$ cat config.mk
export PLATFORM = sky130hd
export DESIGN_NAME = button_debounce_long_press_core
export DESIGN_NICKNAME = d
export VERILOG_FILES = /design/src/rtl/bdlp_pkg.sv /design/src/rtl/bdlp_integrator.sv /design/src/rtl/bdlp_press_tracker.sv /design/src/rtl/button_debounce_long_press_core.sv
export SDC_FILE = /design/constraint.sdc
export NUM_CORES = 1
export LEC_CHECK = 0
export ABC_CLOCK_PERIOD_IN_PS = 5080
export BUFFER_PORTS_ARGS = -buffer_cell sky130_fd_sc_hd__clkbuf_2
export CAP_MARGIN = 20
export CORE_UTILIZATION = 35
export CTS_BUF_LIST = sky130_fd_sc_hd__clkbuf_16
export DETAILED_ROUTE_END_ITERATION = 7
export GPL_TIMING_DRIVEN = 0
export PLACE_DENSITY_LB_ADDON = 0.05
export SLEW_MARGIN = 25
export SYNTH_ARGS = -nofsm -noshare
export SYNTH_HDL_FRONTEND = slang
export SYNTH_SLANG_ARGS = --single-unit
$ cat constraint.sdc
create_clock -name clk -period 5.08 [get_ports clk]
set_input_delay 1.016 -clock clk [delete_from_list [all_inputs] [get_ports clk]]
set_output_delay 1.016 -clock clk [all_outputs]
set_load 0.01 [all_outputs]
$ cat src/rtl/bdlp_pkg.sv
// Shared types and constants for the button debounce / long-press core.
`timescale 1ns / 1ps

package bdlp_pkg;

  localparam int CNT_W     = 8;
  localparam int TIMER_W   = 16;
  localparam int ELAPSED_W = 10;
  localparam int CFG_IDX_W = 8;
  localparam int CFG_DAT_W = 16;

  localparam logic [CNT_W-1:0]   INTEGRATOR_MAX_RST = 8'd8;
  localparam logic [TIMER_W-1:0] LONG_PRESS_MS_RST  = 16'd1000;

  // Configuration register indexes
  localparam logic [CFG_IDX_W-1:0] CFG_INTEGRATOR_MAX = 8'd0;
  localparam logic [CFG_IDX_W-1:0] CFG_LONG_PRESS_MS  = 8'd1;

  typedef enum logic [1:0] {
    EV_NONE    = 2'd0,
    EV_PRESS   = 2'd1,
    EV_RELEASE = 2'd2,
    EV_LONG    = 2'd3
  } ev_t;

  // Debounced level before and after the item being processed
  typedef struct packed {
    logic now_lvl;
    logic prev_lvl;
  } lvl_t;

endpackage

$ cat src/rtl/bdlp_integrator.sv
// Saturating integrator that turns raw samples into a debounced level.
`timescale 1ns / 1ps

module bdlp_integrator (
  input  logic                    clk,
  input  logic                    rst,
  input  logic                    en,
  input  logic                    raw_level,
  input  logic [bdlp_pkg::CNT_W-1:0] integrator_max,
  output bdlp_pkg::lvl_t          lvl
);
  import bdlp_pkg::*;

  logic [CNT_W-1:0] count, count_next;
  logic             level, level_next;
  logic [CNT_W-1:0] stepped;

  always_comb begin
    if (!raw_level) begin
      stepped = (count != '0) ? count - 1'b1 : count;
    end else begin
      stepped = (count < integrator_max) ? count + 1'b1 : count;
    end
    count_next = stepped;
    level_next = level;
    if (stepped == '0) begin
      level_next = 1'b0;
    end else if (stepped >= integrator_max) begin
      count_next = integrator_max;
      level_next = 1'b1;
    end
  end

  always_ff @(posedge clk) begin
    if (rst) begin
      count <= '0;
      level <= 1'b1;
    end else if (en) begin
      count <= count_next;
      level <= level_next;
    end
  end

  // stored level is the previous debounced level for the item in flight
  assign lvl.prev_lvl = level;
  assign lvl.now_lvl  = level_next;

endmodule

$ cat src/rtl/bdlp_press_tracker.sv
// Press / release / long-press event logic with the hold timer.
`timescale 1ns / 1ps

module bdlp_press_tracker (
  input  logic                          clk,
  input  logic                          rst,
  input  logic                          en,
  input  bdlp_pkg::lvl_t                lvl,
  input  logic [bdlp_pkg::ELAPSED_W-1:0] elapsed_ms,
  input  logic [bdlp_pkg::TIMER_W-1:0]  long_press_ms,
  output bdlp_pkg::ev_t                 ev
);
  import bdlp_pkg::*;

  logic               held, held_next;
  logic               long_rep, long_rep_next;
  logic [TIMER_W-1:0] timer, timer_next;
  logic [TIMER_W:0]   sum;
  logic               just_pressed;

  always_comb begin
    ev            = EV_NONE;
    held_next     = held;
    long_rep_next = long_rep;
    timer_next    = timer;
    just_pressed  = 1'b0;
    sum           = {1'b0, timer} + {{(TIMER_W + 1 - ELAPSED_W){1'b0}}, elapsed_ms};

    if (!lvl.now_lvl && lvl.prev_lvl && !held) begin
      held_next    = 1'b1;
      timer_next   = '0;
      ev           = EV_PRESS;
      just_pressed = 1'b1;
    end

    if (!lvl.prev_lvl && lvl.now_lvl && held_next) begin
      if (!long_rep) begin
        ev = EV_RELEASE;
      end
      long_rep_next = 1'b0;
      timer_next    = '0;
      held_next     = 1'b0;
    end else if (held_next && !long_rep) begin
      if (!just_pressed) begin
        timer_next = sum[TIMER_W] ? {TIMER_W{1'b1}} : sum[TIMER_W-1:0];
      end
      if (timer_next >= long_press_ms) begin
        ev            = EV_LONG;
        long_rep_next = 1'b1;
        timer_next    = '0;
      end
    end
  end

  always_ff @(posedge clk) begin
    if (rst) begin
      held     <= 1'b0;
      long_rep <= 1'b0;
      timer    <= '0;
    end else if (en) begin
      held     <= held_next;
      long_rep <= long_rep_next;
      timer    <= timer_next;
    end
  end

endmodule

$ cat src/rtl/button_debounce_long_press_core.sv
// Top level of the button debounce core with press, release and long-press events.
//
// Usage:
//   s_* stream: one beat per raw button sample, tdata = {elapsed_ms, raw_level}.
//   m_* stream: exactly one beat per input beat, tdata = {debounced_level, event_code}.
//   cfg_* port: register writes (index 0 integrator_max, 1 long_press_ms), always
//     ready; write only while no sample is in flight.
// Pipeline: an accepted input beat goes into the input register and then into the
//   result register, where m_tvalid rises and the result beat waits to be taken.
//   Throughput: one beat per cycle while m_tready is high; the only loop is the
//   integrator / hold-timer state update between the two registers.
// Stall: when m_tready is low the result register holds, the input register
//   takes a beat only if it is empty, then s_tready drops until the result is taken.
// Reset: rst (sync, active high) empties both registers, clears the integrator
//   and the hold state, sets the debounced level to released (1) and reloads
//   integrator_max = 8 and long_press_ms = 1000.
// Events: 0 none, 1 press, 2 release, 3 long press (once per hold, and then no
//   release event for that hold).
`timescale 1ns / 1ps

module button_debounce_long_press_core (
  input  logic                          clk,
  input  logic                          rst,
  input  logic                          s_tvalid,
  output logic                          s_tready,
  input  logic [15:0]                   s_tdata,   // [0] raw_level, [10:1] elapsed_ms
  output logic                          m_tvalid,
  input  logic                          m_tready,
  output logic [7:0]                    m_tdata,   // [1:0] event_code, [2] debounced_level
  input  logic                          cfg_valid,
  output logic                          cfg_ready,
  input  logic [bdlp_pkg::CFG_IDX_W-1:0] cfg_index,
  input  logic [bdlp_pkg::CFG_DAT_W-1:0] cfg_data
);
  import bdlp_pkg::*;

  // config registers
  logic [CNT_W-1:0]   integrator_max;
  logic [TIMER_W-1:0] long_press_ms;

  assign cfg_ready = 1'b1;

  always_ff @(posedge clk) begin
    if (rst) begin
      integrator_max <= INTEGRATOR_MAX_RST;
      long_press_ms  <= LONG_PRESS_MS_RST;
    end else if (cfg_valid && cfg_ready) begin
      case (cfg_index)
        CFG_INTEGRATOR_MAX: integrator_max <= cfg_data[CNT_W-1:0];
        CFG_LONG_PRESS_MS:  long_press_ms  <= cfg_data[TIMER_W-1:0];
        default: ;
      endcase
    end
  end

  // input register
  logic                 in_valid;
  logic                 in_raw;
  logic [ELAPSED_W-1:0] in_elapsed;
  logic                 advance;

  assign advance  = in_valid && (!m_tvalid || m_tready);
  assign s_tready = !in_valid || advance;

  always_ff @(posedge clk) begin
    if (rst) begin
      in_valid <= 1'b0;
    end else if (s_tready) begin
      in_valid <= s_tvalid;
    end
  end

  always_ff @(posedge clk) begin
    if (s_tvalid && s_tready) begin
      in_raw     <= s_tdata[0];
      in_elapsed <= s_tdata[ELAPSED_W:1];
    end
  end

  // per-item state update
  lvl_t lvl;
  ev_t  ev;

  bdlp_integrator u_integrator (
    .clk            (clk),
    .rst            (rst),
    .en             (advance),
    .raw_level      (in_raw),
    .integrator_max (integrator_max),
    .lvl            (lvl)
  );

  bdlp_press_tracker u_tracker (
    .clk           (clk),
    .rst           (rst),
    .en            (advance),
    .lvl           (lvl),
    .elapsed_ms    (in_elapsed),
    .long_press_ms (long_press_ms),
    .ev            (ev)
  );

  // result register
  logic [1:0] out_ev;
  logic       out_lvl;

  always_ff @(posedge clk) begin
    if (rst) begin
      m_tvalid <= 1'b0;
    end else if (advance) begin
      m_tvalid <= 1'b1;
    end else if (m_tready) begin
      m_tvalid <= 1'b0;
    end
  end

  always_ff @(posedge clk) begin
    if (advance) begin
      out_ev  <= ev;
      out_lvl <= lvl.now_lvl;
    end
  end

  assign m_tdata = {5'b0, out_lvl, out_ev};

endmodule

==> impl_metrics.py <==
metrics = {
    "outcome": {
        "run_status": "completed",
    },
    "synth": {
        "synth_seq_area_share_pct": 32.50,
        "synth_top_cell_by_area": "dfxtp_1",
        "netlist_instances": 514,
        "yosysMostFrequentCell": "dfxtp_1",
        "syn-cell-area_mm2": 0.004558,
        "synth.ff_latch_count": 67,
        "synth_edf_count": 14,
        "yosys_warnings": 0,
        "synth_flop_cell": "dfxtp_1",
        "synth_common_cells": "dfxtp_1 (53), a21oi_1 (45), inv_1 (45)",
        "async_reset_ff_share_pct": 0,
        "synth.distinct_cells": 74,
        "synth_area_per_cell_um2": 8.868,
        "yosys-top-cells-area": "dfxtp_1 (23%), ha_1 (12%), edfxtp_1 (9.2%)",
        "yosysTopAreaCellShare_pct": 23.28,
    },
    "place": {
        "dp.cells": 734,
        "dpl.hpwl_um": 9113,
        "port_buffers": 44,
        "dp_slack_ns": -0.8239,
        "gp_congestion": 0.7960,
    },
    "final_layout": {
        "layout-drive-gt1-share_pct": 23.91,
        "fillCellCount": 1278,
        "syn_to_final_growth_pct": 23.80,
        "final_util_pct": 44.53,
        "nNetsFinal": 679,
        "stdcell_count": 766,
        "antenna_cells": 0,
    },
    "floorplanning": {
        "core-area_mm2": 0.01267,
        "die_y_um": 116.1,
        "initial_core_util_pct": 35.97,
        "die_x_um": 116.1,
        "ios": 56,
        "die_area_mm2": 0.01348,
        "rows": 41,
    },
    "hold_path": {
        "hold_class": "flip-flop to flip-flop",
        "hold_path_end": "u_tracker.timer[0]",
        "min_from": "u_tracker.timer[0]",
        "hold_depth": 1,
    },
    "cts": {
        "clock_sinks": 67,
        "cts_buffers": 9,
        "cts.path.max_buffers": 2,
        "cts_tree": "built",
        "clkLatencyLatePin_ns": 0.33,
        "htreeDepth": 3,
        "hold_buffers": 0,
        "path_clk_slew_ns": 0.05,
        "clock-root-buffer": "clkbuf_16",
    },
    "timing": {
        "tightest_slew_ns": 0.8895,
        "tns_ns": 0,
        "finClkSkew_ns": 0.005180,
        "fin_ws_ns": 0.1941,
        "finalSetupViolations": 0,
        "max_freq_mhz": 204.7,
        "slew-limit-headroom_pct": 40.48,
        "period_share_pct": 96.18,
        "holdWs_ns": 0.4768,
        "finalHoldViolations": 0,
        "finalCriticalPeriod_ns": 4.886,
        "report.final.slew_viol_count": 0,
    },
    "route": {
        "vias": 3997,
        "wl_per_cell_um": 15.45,
        "viasPerCell": 5.218,
        "ant_nets": 0,
        "drt_wl_total_um": 11830,
        "drt_first_pass_iters": 4,
        "drc": 0,
        "drt_iter0_markers": 250,
    },
    "global_route": {
        "grt_antenna_before_repair": 0,
        "gr-total-overflow": 0,
        "track_usage_pct": 18.55,
        "grt_max_degree": 13,
        "first_global_vias": 3690,
        "grt_first_pass_wirelength_um": 18940,
    },
    "worst_setup_path": {
        "worstSetupPathType": "flip-flop to flip-flop",
        "crit_arrival_ns": 5.15,
        "cp_max_fo": 6,
        "end_kind": "flip-flop",
        "crit_family": "compound AO/OA/AOI/OAI gates",
        "cp-start-kind": "flip-flop",
        "ff2ff_setup_slack_ns": 0.19,
        "crit_path_frequent_cell": "buf_6",
        "critPathBufInv": 3,
        "required_ns": 5.34,
        "crit_chain": "inv_2 -> ha_4 -> and4_4 -> nand2_4 -> o21a_1 -> buf_6 -> a2111o_1 -> a211oi_4 -> nand4b_4 -> nor3_4 -> buf_6 -> nor2_1 -> ha_1 -> a21o_1 -> a21oi_2 -> nor2b_1 -> o21ai_1 -> nand2b_1 -> a221oi_2 -> o2111ai_2 -> or4_4 -> o2bb2ai_2",
        "ff2ff_path_depth": 22,
        "r2r_end": "u_tracker.timer[15]",
        "regToRegStartpoint": "integrator_max[7]",
        "critPathMaxStageDelay_ns": 0.56,
        "slowest_stage": "or4_4",
    },
    "job": {
        "drv_cap": 0,
    },
    "power": {
        "power.density_mw_per_mm2": 643.0,
        "leakage_nw": 2.492,
        "peakVddDrop_v": 0.0002276,
    },
}
## cell type report
cell class                 instances  area [µm²]  area share, %
inverter                          46       172.7          3.060
sequential                        67        1493          26.45
tap                              172       215.2          3.814
buffer                            26       158.9          2.816
clock inverter                     6       23.77         0.4213
multi-input combinational        379        2973          52.68
clock buffer                      10       250.2          4.435
timing repair buffer              60       356.6          6.319
## timing repair
item                                    in CTS  in global routing
setup buffers                                6                 10
endpoints found under the setup margin      19                 18
pin swaps                                    4                 23
gates resized for setup                     17                 34
endpoints found under the hold margin        0                  0
## per-layer routing
layer	track usage [%]	part of all wire (%)
met2	27.70	43
met3	3.684	4.0
met5	0	0
met1	27.02	52
met4	5.043	0.95
## sequential cells by signal, indices dropped and copies added (netlist names), 2 cells and up
name and flops:
u_tracker.timer 16, in_elapsed 10, integrator_max 8, out_ev 2, u_integrator.count 8, long_press_ms 16
## how the worst max path moves through the flow
stage | startpoint | endpoint | slack (ns) | cells after the start
floorplan | u_integrator.count[7] | u_tracker.timer[3] | 0.41 | 22
global placement | u_integrator.count[7] | u_tracker.timer[14] | -0.66 | 21
detailed placement | u_integrator.count[7] | u_tracker.timer[10] | -0.82 | 21
CTS | u_integrator.count[0] | u_tracker.timer[11] | 0.02 | 21
global route | u_integrator.count[0] | u_tracker.timer[11] | -0.02 | 22
finish | integrator_max[7] | u_tracker.timer[15] | 0.19 | 22
## where the power goes
| part | total, mW | switching, mW | internal, mW |
|---|---|---|---|
| Sequential | 0.670 | 0.0519 | 0.618 |
| Combinational | 2.39 | 1.30 | 1.08 |
| Clock | 0.571 | 0.221 | 0.350 |
| Total | 3.63 | 1.58 | 2.05 |
## cell families (layout without fill, tap and decap cells)
group,count (synthesis),count (layout),share of synthesized area [%]
mux,32,32,7.164
buf+inv,72,148,7.082
compound gates,132,132,21.03
flops,67,67,32.50
xor+xnor,8,8,1.537
fa+ha+maj,45,45,12.52
other cells,2,6,0.1648
simple gates,156,156,18.01
## through the flow
step / power, mW / cell area, µm²
2_1_floorplan: 2.073 / 4573
3_3_place_gp: 2.506 / 5009
3_5_place_dp: 2.529 / 5009
4_1_cts: 3.425 / 5411
5_1_grt: 3.931 / 5643
6_report: 3.629 / 5643
## placed cells by master (no fill, tap or decap), drive strengths merged, types with 9 or more instances in the layout
master,Yosys,layout
nand2,36,36
inv,45,49
a21o,9,9
edfxtp,14,14
dfxtp,53,53
nor2,40,40
a21oi,46,46
buf,16,32
clkbuf,10,64
nand3,13,13
o21ai,12,12
nand2b,9,9
mux2i,27,27
a32o,13,13
ha,44,44
nor3,11,11
Power figures use the tool's default switching activity.
